===== config.mk =====
export PLATFORM = sky130hd
export DESIGN_NAME = pinned_lru_page_cache_directory
export DESIGN_NICKNAME = d
export VERILOG_FILES = /design/src/rtl/plpcd_pkg.sv /design/src/rtl/plpcd_cell.sv /design/src/rtl/pinned_lru_page_cache_directory.sv
export SDC_FILE = /design/constraint.sdc
export NUM_CORES = 2
export LEC_CHECK = 0
export BUFFER_PORTS_ARGS = -buffer_cell sky130_fd_sc_hd__buf_2
export CORE_MARGIN = 1.5
export CORE_UTILIZATION = 50
export DETAILED_ROUTE_END_ITERATION = 6
export PLACE_DENSITY_LB_ADDON = 0.25
export SETUP_SLACK_MARGIN = 0.02
export SLEW_MARGIN = 20
export SYNTH_ARGS = -nofsm -noshare
export SYNTH_HDL_FRONTEND = slang
export SYNTH_SLANG_ARGS = --single-unit
export TNS_END_PERCENT = 20

===== constraint.sdc =====
create_clock -name aclk -period 9.6 [get_ports aclk]
set_clock_uncertainty 0.05 [all_clocks]
set_input_delay 1.44 -clock aclk [delete_from_list [all_inputs] [get_ports aclk]]
set_output_delay 1.44 -clock aclk [all_outputs]
set_load 0.03 [all_outputs]

===== src/rtl/plpcd_pkg.sv =====
// Shared types and constants of the pinned LRU page cache directory.
package plpcd_pkg;

    localparam int SLOTS      = 16;
    localparam int SLOT_W     = $clog2(SLOTS);
    localparam int CNT_W      = SLOT_W + 1;
    localparam int CFG_W      = 5;
    localparam int PAGE_W     = 32;
    localparam int STAMP_BITS = 32;
    localparam int PIN_W      = 8;

    localparam logic [PIN_W-1:0] PIN_MAX = {PIN_W{1'b1}};

    localparam logic CMD_GET     = 1'b0;
    localparam logic CMD_RELEASE = 1'b1;

    typedef enum logic [1:0] {
        STAT_HIT  = 2'd0,
        STAT_MISS = 2'd1,
        STAT_FULL = 2'd2,
        STAT_REL  = 2'd3
    } status_t;

    typedef enum logic [1:0] {
        UPD_NONE,
        UPD_HIT,
        UPD_FILL,
        UPD_REL
    } upd_op_t;

    typedef enum logic [1:0] {
        S_IDLE,
        S_SCAN,
        S_DONE
    } state_t;

    // Search record that walks down the row of slot cells.
    typedef struct packed {
        logic                  valid;
        logic [SLOT_W-1:0]     idx;
        logic [PAGE_W-1:0]     key;
        logic                  hit;
        logic [SLOT_W-1:0]     hit_idx;
        logic                  inv_found;
        logic                  vic_found;
        logic [SLOT_W-1:0]     vic_idx;
        logic [STAMP_BITS-1:0] vic_stamp;
        logic                  vic_valid;
        logic [PAGE_W-1:0]     vic_page;
    } token_t;

    // Update broadcast to the cells; each cell has its own select line.
    typedef struct packed {
        upd_op_t               op;
        logic [PAGE_W-1:0]     page;
        logic [STAMP_BITS-1:0] stamp;
    } upd_t;

endpackage


===== src/rtl/plpcd_cell.sv =====
// One directory slot: its entry state and its step of the search chain.
module plpcd_cell
    import plpcd_pkg::*;
(
    input  logic             aclk,
    input  logic             aresetn,
    input  logic [CNT_W-1:0] n,
    input  token_t           tok_in,
    output token_t           tok_out,
    input  upd_t             upd,
    input  logic             sel
);

    logic                  valid_reg, valid_next;
    logic [PIN_W-1:0]      pins_reg, pins_next;
    logic [PAGE_W-1:0]     page_reg, page_next;
    logic [STAMP_BITS-1:0] stamp_reg, stamp_next;
    token_t                tok_reg, tok_next;
    logic                  in_range;

    always_comb begin
        in_range = {1'b0, tok_in.idx} < n;
        tok_next = tok_in;
        tok_next.idx = tok_in.idx + 1'b1;
        if (in_range && valid_reg && page_reg == tok_in.key && !tok_in.hit) begin
            tok_next.hit     = 1'b1;
            tok_next.hit_idx = tok_in.idx;
        end
        // The first empty slot ends the victim search; until then the oldest
        // unpinned slot wins, later slots taking ties.
        if (in_range && !tok_in.inv_found) begin
            if (!valid_reg) begin
                tok_next.inv_found = 1'b1;
                tok_next.vic_found = 1'b1;
                tok_next.vic_idx   = tok_in.idx;
                tok_next.vic_valid = 1'b0;
            end else if (pins_reg == '0 &&
                         (!tok_in.vic_found || stamp_reg <= tok_in.vic_stamp)) begin
                tok_next.vic_found = 1'b1;
                tok_next.vic_idx   = tok_in.idx;
                tok_next.vic_stamp = stamp_reg;
                tok_next.vic_valid = 1'b1;
                tok_next.vic_page  = page_reg;
            end
        end
    end

    always_comb begin
        valid_next = valid_reg;
        pins_next  = pins_reg;
        page_next  = page_reg;
        stamp_next = stamp_reg;
        if (sel) begin
            case (upd.op)
                UPD_HIT: begin
                    stamp_next = upd.stamp;
                    if (pins_reg != PIN_MAX) begin
                        pins_next = pins_reg + 1'b1;
                    end
                end
                UPD_FILL: begin
                    valid_next = 1'b1;
                    page_next  = upd.page;
                    stamp_next = upd.stamp;
                    pins_next  = PIN_W'(1);
                end
                UPD_REL: begin
                    if (pins_reg != '0) begin
                        pins_next = pins_reg - 1'b1;
                    end
                end
                default: begin
                end
            endcase
        end
    end

    always_ff @(posedge aclk) begin
        if (!aresetn) begin
            valid_reg     <= 1'b0;
            pins_reg      <= '0;
            tok_reg.valid <= 1'b0;
        end else begin
            valid_reg <= valid_next;
            pins_reg  <= pins_next;
            tok_reg   <= tok_next;
        end
    end

    always_ff @(posedge aclk) begin
        page_reg  <= page_next;
        stamp_reg <= stamp_next;
    end

    assign tok_out = tok_reg;

endmodule


===== src/rtl/pinned_lru_page_cache_directory.sv =====
// Top level of the pinned LRU page cache directory: control, counter and cell row.
// A get request is sent down a row of SLOTS cells, one cell per cycle; each cell
// checks its own slot for a match and for a better victim and passes the running
// record on. The last cell's record is captured in fin_reg; then, once the output
// is free, the slot update is committed and the result register loaded together.
// A release needs no search: it goes straight to that step, where its slot update
// is committed and its result loaded. The result is loaded only once the previous
// result has been transferred. One request is in flight at a time; the next
// request is taken as soon as the previous result has been loaded, even if it is
// not yet transferred. There is no clearing pass after reset.
module pinned_lru_page_cache_directory
    import plpcd_pkg::*;
(
    input  logic              aclk,
    input  logic              aresetn,
    input  logic              cfg_wr_en,
    input  logic [CFG_W-1:0]  cfg_wr_data,
    input  logic              s_valid,
    output logic              s_ready,
    input  logic              s_cmd,
    input  logic [PAGE_W-1:0] s_page_number,
    input  logic [3:0]        s_release_slot,
    output logic              m_valid,
    input  logic              m_ready,
    output logic [1:0]        m_status,
    output logic [3:0]        m_slot,
    output logic              m_evicted_valid,
    output logic [PAGE_W-1:0] m_evicted_page
);

    state_t                state_reg, state_next;
    logic [CFG_W-1:0]      slots_reg;
    logic [CNT_W-1:0]      n_sat;
    logic [STAMP_BITS-1:0] use_counter_reg, use_counter_next;
    logic                  cmd_reg, cmd_next;
    logic [SLOT_W-1:0]     rel_reg, rel_next;
    token_t                fin_reg, fin_next;
    logic                  m_valid_reg, m_valid_next;
    status_t               status_reg, status_next;
    logic [SLOT_W-1:0]     slot_reg, slot_next;
    logic                  ev_valid_reg, ev_valid_next;
    logic [PAGE_W-1:0]     ev_page_reg, ev_page_next;
    token_t                tok [SLOTS+1];
    logic [SLOTS-1:0]      tok_live;
    upd_t                  upd;
    logic [SLOT_W-1:0]     upd_slot;
    logic [SLOTS-1:0]      upd_sel;
    logic                  accept;

    assign n_sat = (slots_reg > CFG_W'(SLOTS)) ? CNT_W'(SLOTS) : CNT_W'(slots_reg);
    assign accept = s_valid && s_ready;

    always_comb begin
        tok[0]       = '0;
        tok[0].valid = accept && s_cmd == CMD_GET;
        tok[0].key   = s_page_number;
    end

    for (genvar i = 0; i < SLOTS; i++) begin : g_cell
        plpcd_cell u_cell (
            .aclk    (aclk),
            .aresetn (aresetn),
            .n       (n_sat),
            .tok_in  (tok[i]),
            .tok_out (tok[i+1]),
            .upd     (upd),
            .sel     (upd_sel[i])
        );
        assign tok_live[i] = tok[i+1].valid;
    end

    always_comb begin
        state_next       = state_reg;
        use_counter_next = use_counter_reg;
        cmd_next         = cmd_reg;
        rel_next         = rel_reg;
        fin_next         = fin_reg;
        m_valid_next     = m_valid_reg && !m_ready;
        status_next      = status_reg;
        slot_next        = slot_reg;
        ev_valid_next    = ev_valid_reg;
        ev_page_next     = ev_page_reg;
        upd.op           = UPD_NONE;
        upd.page         = fin_reg.key;
        upd.stamp        = use_counter_reg;
        upd_slot         = '0;
        s_ready          = 1'b0;

        case (state_reg)
            S_IDLE: begin
                s_ready = 1'b1;
                if (accept) begin
                    cmd_next   = s_cmd;
                    rel_next   = SLOT_W'(s_release_slot);
                    state_next = (s_cmd == CMD_GET) ? S_SCAN : S_DONE;
                end
            end
            S_SCAN: begin
                if (tok[SLOTS].valid) begin
                    fin_next   = tok[SLOTS];
                    state_next = S_DONE;
                end
            end
            S_DONE: begin
                if (!m_valid_reg || m_ready) begin
                    m_valid_next  = 1'b1;
                    ev_valid_next = 1'b0;
                    ev_page_next  = '0;
                    state_next    = S_IDLE;
                    if (cmd_reg == CMD_RELEASE) begin
                        status_next = STAT_REL;
                        slot_next   = rel_reg;
                        upd.op      = UPD_REL;
                        upd_slot    = rel_reg;
                    end else if (fin_reg.hit) begin
                        status_next      = STAT_HIT;
                        slot_next        = fin_reg.hit_idx;
                        upd.op           = UPD_HIT;
                        upd_slot         = fin_reg.hit_idx;
                        use_counter_next = use_counter_reg + 1'b1;
                    end else if (fin_reg.vic_found) begin
                        status_next      = STAT_MISS;
                        slot_next        = fin_reg.vic_idx;
                        ev_valid_next    = fin_reg.vic_valid;
                        ev_page_next     = fin_reg.vic_valid ? fin_reg.vic_page : '0;
                        upd.op           = UPD_FILL;
                        upd_slot         = fin_reg.vic_idx;
                        use_counter_next = use_counter_reg + 1'b1;
                    end else begin
                        status_next = STAT_FULL;
                        slot_next   = '0;
                    end
                end
            end
            default: begin
                state_next = S_IDLE;
            end
        endcase
    end

    assign upd_sel = (upd.op == UPD_NONE) ? '0 : (SLOTS'(1) << upd_slot);

    always_ff @(posedge aclk) begin
        if (!aresetn) begin
            state_reg       <= S_IDLE;
            slots_reg       <= CFG_W'(SLOTS);
            use_counter_reg <= '0;
            m_valid_reg     <= 1'b0;
        end else begin
            state_reg       <= state_next;
            use_counter_reg <= use_counter_next;
            m_valid_reg     <= m_valid_next;
            if (cfg_wr_en) begin
                slots_reg <= cfg_wr_data;
            end
        end
    end

    always_ff @(posedge aclk) begin
        cmd_reg      <= cmd_next;
        rel_reg      <= rel_next;
        fin_reg      <= fin_next;
        status_reg   <= status_next;
        slot_reg     <= slot_next;
        ev_valid_reg <= ev_valid_next;
        ev_page_reg  <= ev_page_next;
    end

    assign m_valid         = m_valid_reg;
    assign m_status        = status_reg;
    assign m_slot          = 4'(slot_reg);
    assign m_evicted_valid = ev_valid_reg;
    assign m_evicted_page  = ev_page_reg;

`ifndef ASSERT_OFF
    // Only one search record may travel down the row at any time.
    a_one_token: assert property (@(posedge aclk) disable iff (!aresetn)
        $onehot0(tok_live))
        else $error("more than one search record in the cell row");

    // An update reaches exactly one cell.
    a_one_sel: assert property (@(posedge aclk) disable iff (!aresetn)
        upd.op != UPD_NONE |-> $onehot(upd_sel))
        else $error("slot update does not select exactly one cell");

    // The use counter moves only when a slot is stamped.
    a_counter: assert property (@(posedge aclk) disable iff (!aresetn)
        !(upd.op == UPD_HIT || upd.op == UPD_FILL) |=>
            use_counter_reg == $past(use_counter_reg))
        else $error("use counter advanced without a stamp");

    // No request is taken while a search is still in the row.
    a_no_overlap: assert property (@(posedge aclk) disable iff (!aresetn)
        tok_live != '0 |-> !s_ready)
        else $error("request taken during a search");
`endif

endmodule

== After elaboration in Yosys (flattened, before gate mapping) ==
Cells that the tools add are included.
Widths: inputs -> output; s select.
Word-level totals
  bits in registers: 3038
  bits of input ports: 47
  output and inout port bits: 41
Cells by class
  $add $sub $neg: 33
  magnitude comparators: 32
  equality and inequality tests: 72
  shift-type cells: 1
  muxes and demuxes: 180
  bitwise operators: 4
  reductions and logical operators: 237
Operators with widths (count)
  $mux 70: 17
  $mux 32: 32
  $mux 71: 14
  $eq 32x32->1: 16
  $le 32x32->1: 15
  $pmux 8 s3: 16
  $mux 8: 32
  $add 8x1->8 const B: 16
  $logic_not 8->1: 16
  $ne 8x8->1 const B: 16
  $reduce_bool 8->1: 16
  $sub 8x1->8 const B: 16
  $mux 5: 18
  $logic_and 1x1->1: 80
  $reduce_and 2->1: 36
  $reduce_and 4->1: 17
  $ne 2x1->1 const B: 33
  $logic_not 1->1: 47
  $lt 4x5->1 const A: 8
  $mux 1: 33
  $add 32x1->32 const B: 1
  $mux 2: 11
  $lt 3x5->1 const A: 4
  $mux 4: 5
  other kinds (18): 44

== Longest topological paths before layout ==
  word-level depth: 8
  gate-level depth with buffers: 15
  gate-level depth less buffers: 12

== By module ==
From an unflattened synthesis, not the netlist that was laid out.
Unflattened totals
  cell total of the unflattened synthesis: 9065
  area total of the unflattened synthesis: 141979.9 um2
By module, submodules not included
  plpcd_cell at g_cell[10].u_cell ...: times used 10, cells each 529, area each 8552.0 um2, sequential area each 5485.3 um2
  plpcd_cell at g_cell[6].u_cell ...: times used 4, cells each 554, area each 8393.0 um2, sequential area each 5485.3 um2
  plpcd_cell at g_cell[5].u_cell: times used 1, cells each 563, area each 8448.1 um2, sequential area each 5485.3 um2
  plpcd_cell at g_cell[0].u_cell: times used 1, cells each 538, area each 8295.5 um2, sequential area each 5485.3 um2
  pinned_lru_page_cache_directory: times used 1, cells each 458, area each 6144.6 um2, sequential area each 4374.2 um2

== Worst setup path after synthesis ==
Ideal clock, no wire load.
  path kind: input port to flip-flop
  from: input port m_ready
  to: register g_cell[14].u_cell.pins_reg[7]
  library setup time: 134 ps
  arrival: 8369 ps
  setup slack: 1047 ps
  stages: 12
  path buffers: 0
  cells stage by stage: nor2b_1 > nor2_1 > o21ai_0 > inv_1 > ha_1 > ha_1 > a21o_1 > a211o_1 > nand2_1 > a211o_1 > and4b_1 > or4b_1
Between the ends
  cells in the longest elaborated chain, start to end: 6
  elaborated cells on any way between the ends: 16
  classes of those cells: eq/ne: 5; shift: 1; mux: 6; reduce/logical: 4
Ends and longest elaborated chain
  start, declared: RTL line pinned_lru_page_cache_directory.sv:24  | input logic m_ready,
  $logic_or 1x1->1 (*): RTL line pinned_lru_page_cache_directory.sv:105  | if (!m_valid_reg || m_ready) begin
  $mux 2 or $mux 4 (tied branches): RTL line pinned_lru_page_cache_directory.sv:105
  $mux 2 or $mux 4 (tied branches): RTL line pinned_lru_page_cache_directory.sv:89  | case (state_reg)
  $eq 2x2->1 (tied with other cells): RTL line plpcd_cell.sv:54  | case (upd.op)
  $ne 2x1->1 (no source line) (tied with other cells)
  $reduce_and 4->1 (no source line)
  end signal, assigned: RTL line plpcd_cell.sv:85  | pins_reg <= pins_next;
  end, declared: RTL line plpcd_cell.sv:15  | logic [PIN_W-1:0] pins_reg, pins_next;
Every way passes the cells marked *; elsewhere a longest branch is shown, timed or not.
A chain may end at the register's enable or synchronous reset.

== Worst setup path after layout ==
  from: input port m_ready
  to: register g_cell[15].u_cell.page_reg[22], enable pin
Between the ends
  cells in the longest elaborated chain, start to end: 6
  elaborated cells on any way between the ends: 10
  classes of those cells: eq/ne: 1; shift: 1; mux: 5; reduce/logical: 3
Ends and longest elaborated chain
  $logic_or 1x1->1 (*): RTL line pinned_lru_page_cache_directory.sv:105
  $mux 4 or $mux 2 (tied branches): RTL line pinned_lru_page_cache_directory.sv:105
  $mux 4 or $mux 2 (tied branches): RTL line pinned_lru_page_cache_directory.sv:89
  $shl 1x4->16 or $logic_not 2->1 (tied branches): RTL line pinned_lru_page_cache_directory.sv:141  | assign upd_sel = (upd.op == UPD_NONE) ? '0 : (SLOTS'(1) << upd_slot);
  $mux 16: RTL line pinned_lru_page_cache_directory.sv:141
  $reduce_and 2->1 (no source line) (*)
  end signal, assigned: RTL line plpcd_cell.sv:91  | page_reg <= page_next;
  end, declared: RTL line plpcd_cell.sv:16  | logic [PAGE_W-1:0] page_reg, page_next;
Marked as above.

==> flow_metrics.py <==
metrics = {
    "outcome": {
        "status": "finished, final reports clean",
    },
    "timing": {
        "setup_violations": 0,
        "fmax_ghz": 0.194,
        "maxSlewViolCount": 0,
        "fin_ws_ns": 4.43,
        "maxSlewHeadroom_pct": 21.5,
        "hold_viol_final": 0,
        "rsz0062_at_grt": "false",
        "fin_crit_sh_pct": 53.8,
        "fin_setup_tns_ns": 0,
        "worst_slew_pin_slew_ns": 1.18,
        "finalCriticalPeriod_ns": 5.17,
    },
    "synth": {
        "yosys_most_used_dff": "edfxtp_1",
        "syn-num-nets": 8959,
        "synth_edf_count": 2808,
        "netlist_area_um2": 129000,
        "synth_top_cell_area_share_pct": 65.3,
        "synth_cell_types": 83,
        "ys_ff_latch": 3008,
        "synth_common_cells": "edfxtp_1, mux2_2, ha_1",
        "postSynthAreaPerCell_um2": 15.5,
        "yosysSeqAreaShare_pct": 68.5,
        "yosys.area.top_type": "edfxtp_1",
        "yosysWarnings": 0,
        "async_flop_share_pct": 0,
        "synthTopCellsByArea": "edfxtp_1, mux2_2, ha_1",
        "synthMostInstantiatedCell": "edfxtp_1",
        "netlist_instances": 8315,
    },
    "pwr": {
        "leakagePower_nw": 50.6,
        "ir_drop_mv": 0.190,
        "power_density_nw_per_um2": 193,
    },
    "layout": {
        "nNetsFinal": 9326,
        "postLayoutCoreUtil_pct": 56.3,
        "stdcell_area_um2": 144000,
        "syn2layout_area_growth_pct": 11.9,
        "largest_reg_flops": 1681,
        "drive_above_1_share_pct": 18.4,
    },
    "global_routing": {
        "gr-usage-all-layers_pct": 21.1,
        "grt_max_degree": 191,
        "grt-ovfl-total": 0,
        "antenna_found_initial": 4,
        "grt_pass1_vias": 68000,
        "grt_pass1_wl_um": 419000,
    },
    "floorplanning": {
        "core_area_um2": 257000,
        "num_io_pins": 88,
        "start_util_pct": 50.3,
        "die_h_um": 511,
        "die_area_um2": 261000,
        "rows": 186,
        "die_w_um": 511,
    },
    "setup_path": {
        "critical_path_class": "in2reg",
        "cpMaxStageDelayCell": "clkinv_2",
        "crit_buf_inv": 6,
        "worst-path-max-fanout": 49,
        "path_cells": "buf_2 > nor2b_1 > nor2_4 > buf_4 > o21ai_0 > ha_2 > buf_4 > clkinv_2 > buf_12 > nor3_2 > buf_4",
        "cp-end-kind": "flop",
        "cp.arrival_ns": 5.68,
        "cp_common_cell": "buf_4",
        "cp-start-kind": "input port",
        "max_stage_delay_ns": 0.72,
        "critical_path.top_delay_family": "buffers and inverters",
        "cp_data_required_time_ns": 10.12,
    },
    "placed_design": {
        "gp_congestion": 0.883,
        "dpl.hpwl_um": 203000,
        "io_buffers": 87,
        "placed_cell_area_um2": 134000,
        "pre_cts_slack_ns": 3.55,
    },
    "clock_tree": {
        "h-tree-depth": 5,
        "cts_resized": 0,
        "clock_tree.root_cell": "clkbuf_16",
        "cts_buffers": 325,
        "clk-insertion-delay-late_ns": 0.94,
        "ctsLongestPathBuffers": 4,
        "clock-sinks": 3008,
        "cts-hold-fix-buffers": 0,
        "cts_tree": "done",
        "cts_setup_buffers": 0,
        "clkTransAtPathRegs_ns": 0.06,
    },
    "route": {
        "drc": 0,
        "wl_per_cell_um": 22.8,
        "routed_wl_um": 280000,
        "drtPass1Iterations": 6,
        "dr_total_vias": 67700,
        "drtIter0Drc": 5382,
        "vias_per_cell": 5.51,
        "drtAntennaViolNets": 0,
    },
    "worst_hold_path": {
        "hp-class": "reg2reg",
    },
    "flow_run": {
        "cap_violations": 0,
    },
}
[layout make-up]
type	instances	area (um^2)
multi-input combinational	4570	38100
inverter	543	2040
antenna	6	15.0
clock inverter	167	1570
tap	3384	4230
sequential	3008	88300
timing repair buffer	234	1640
fill	19500	112000
clock buffer	393	8500
[power breakdown]
group | switching [mW] | internal, mW | total (mW) | leakage [nW]
clock | 4.90 | 6.99 | 11.9 | 4.92
combinational | 0.614 | 0.384 | 0.998 | 18.4
sequential | 0.218 | 14.7 | 14.9 | 27.3
total | 5.74 | 22.1 | 27.8 | 50.6
[metal layers]
layer	vias to the layer above	track usage (%)	part of all wire (%)
met5	-	0	0.0046
met4	2	8.09	3.9
met3	457	2.84	4.6
met2	1572	33.0	45
met1	33500	30.0	46
li1	32200	-	-
[placed cells by master (no fill, tap or decap), types with 122 or more instances in the layout]
cell and n:
nand4_1 216, dfxtp_1 199, a21oi_1 322, inv_1 539
xnor2_1 300, xor2_1 312, mux2_2 795, buf_4 139
nand2_1 230, edfxtp_1 2808, ha_1 579, nor4_1 122
nor2_1 306, and2_1 122, clkbuf_16 328, nand3_1 157
[worst paths after layout]
kind	startpoint	end	slack [ns]	cells after the start
max	m_ready	g_cell[15].u_cell.page_reg[22]	4.43	11
min	g_cell[15].u_cell.tok_out[74]	fin_reg[74]	0.33	0
max reg2reg	state_reg[1]	g_cell[11].u_cell.pins_reg[7]	4.49	14
min reg2reg	g_cell[15].u_cell.tok_out[74]	fin_reg[74]	0.33	0
[worst reg2reg max path, delay by kind of cell, from the launching register on]
kind            cells  cell delay, ns
flops               1            0.44
fa+ha+maj           2            0.95
compound gates      7            1.92
simple gates        2            0.48
buf+inv             3            1.21
[cell families (layout without fill, tap and decap cells)]
kind of cell | Yosys count | after routing | share of synthesized area, %
adder cells (fa/ha/maj) | 597 | 597 | 5.88
AND/OR/NAND/NOR | 1604 | 1604 | 6.68
flip-flops | 3008 | 3008 | 68.5
other | 0 | 6 | 0
XOR/XNOR | 612 | 612 | 4.15
AO/OA/AOI/OAI | 772 | 772 | 3.90
buffers and inverters | 737 | 1337 | 2.30
multiplexers | 985 | 985 | 8.63
[through the flow]
stage	power, mW	std cells	hold WS [ns]
floorplan	15.7	8315	0.350
global placement	16.2	11700	0.350
detailed placement	16.2	11700	0.355
CTS	28.1	12300	0.332
global route	28.7	12300	0.345
finish	27.8	12300	0.334
Note: power is estimated with default switching activity, not from simulation.
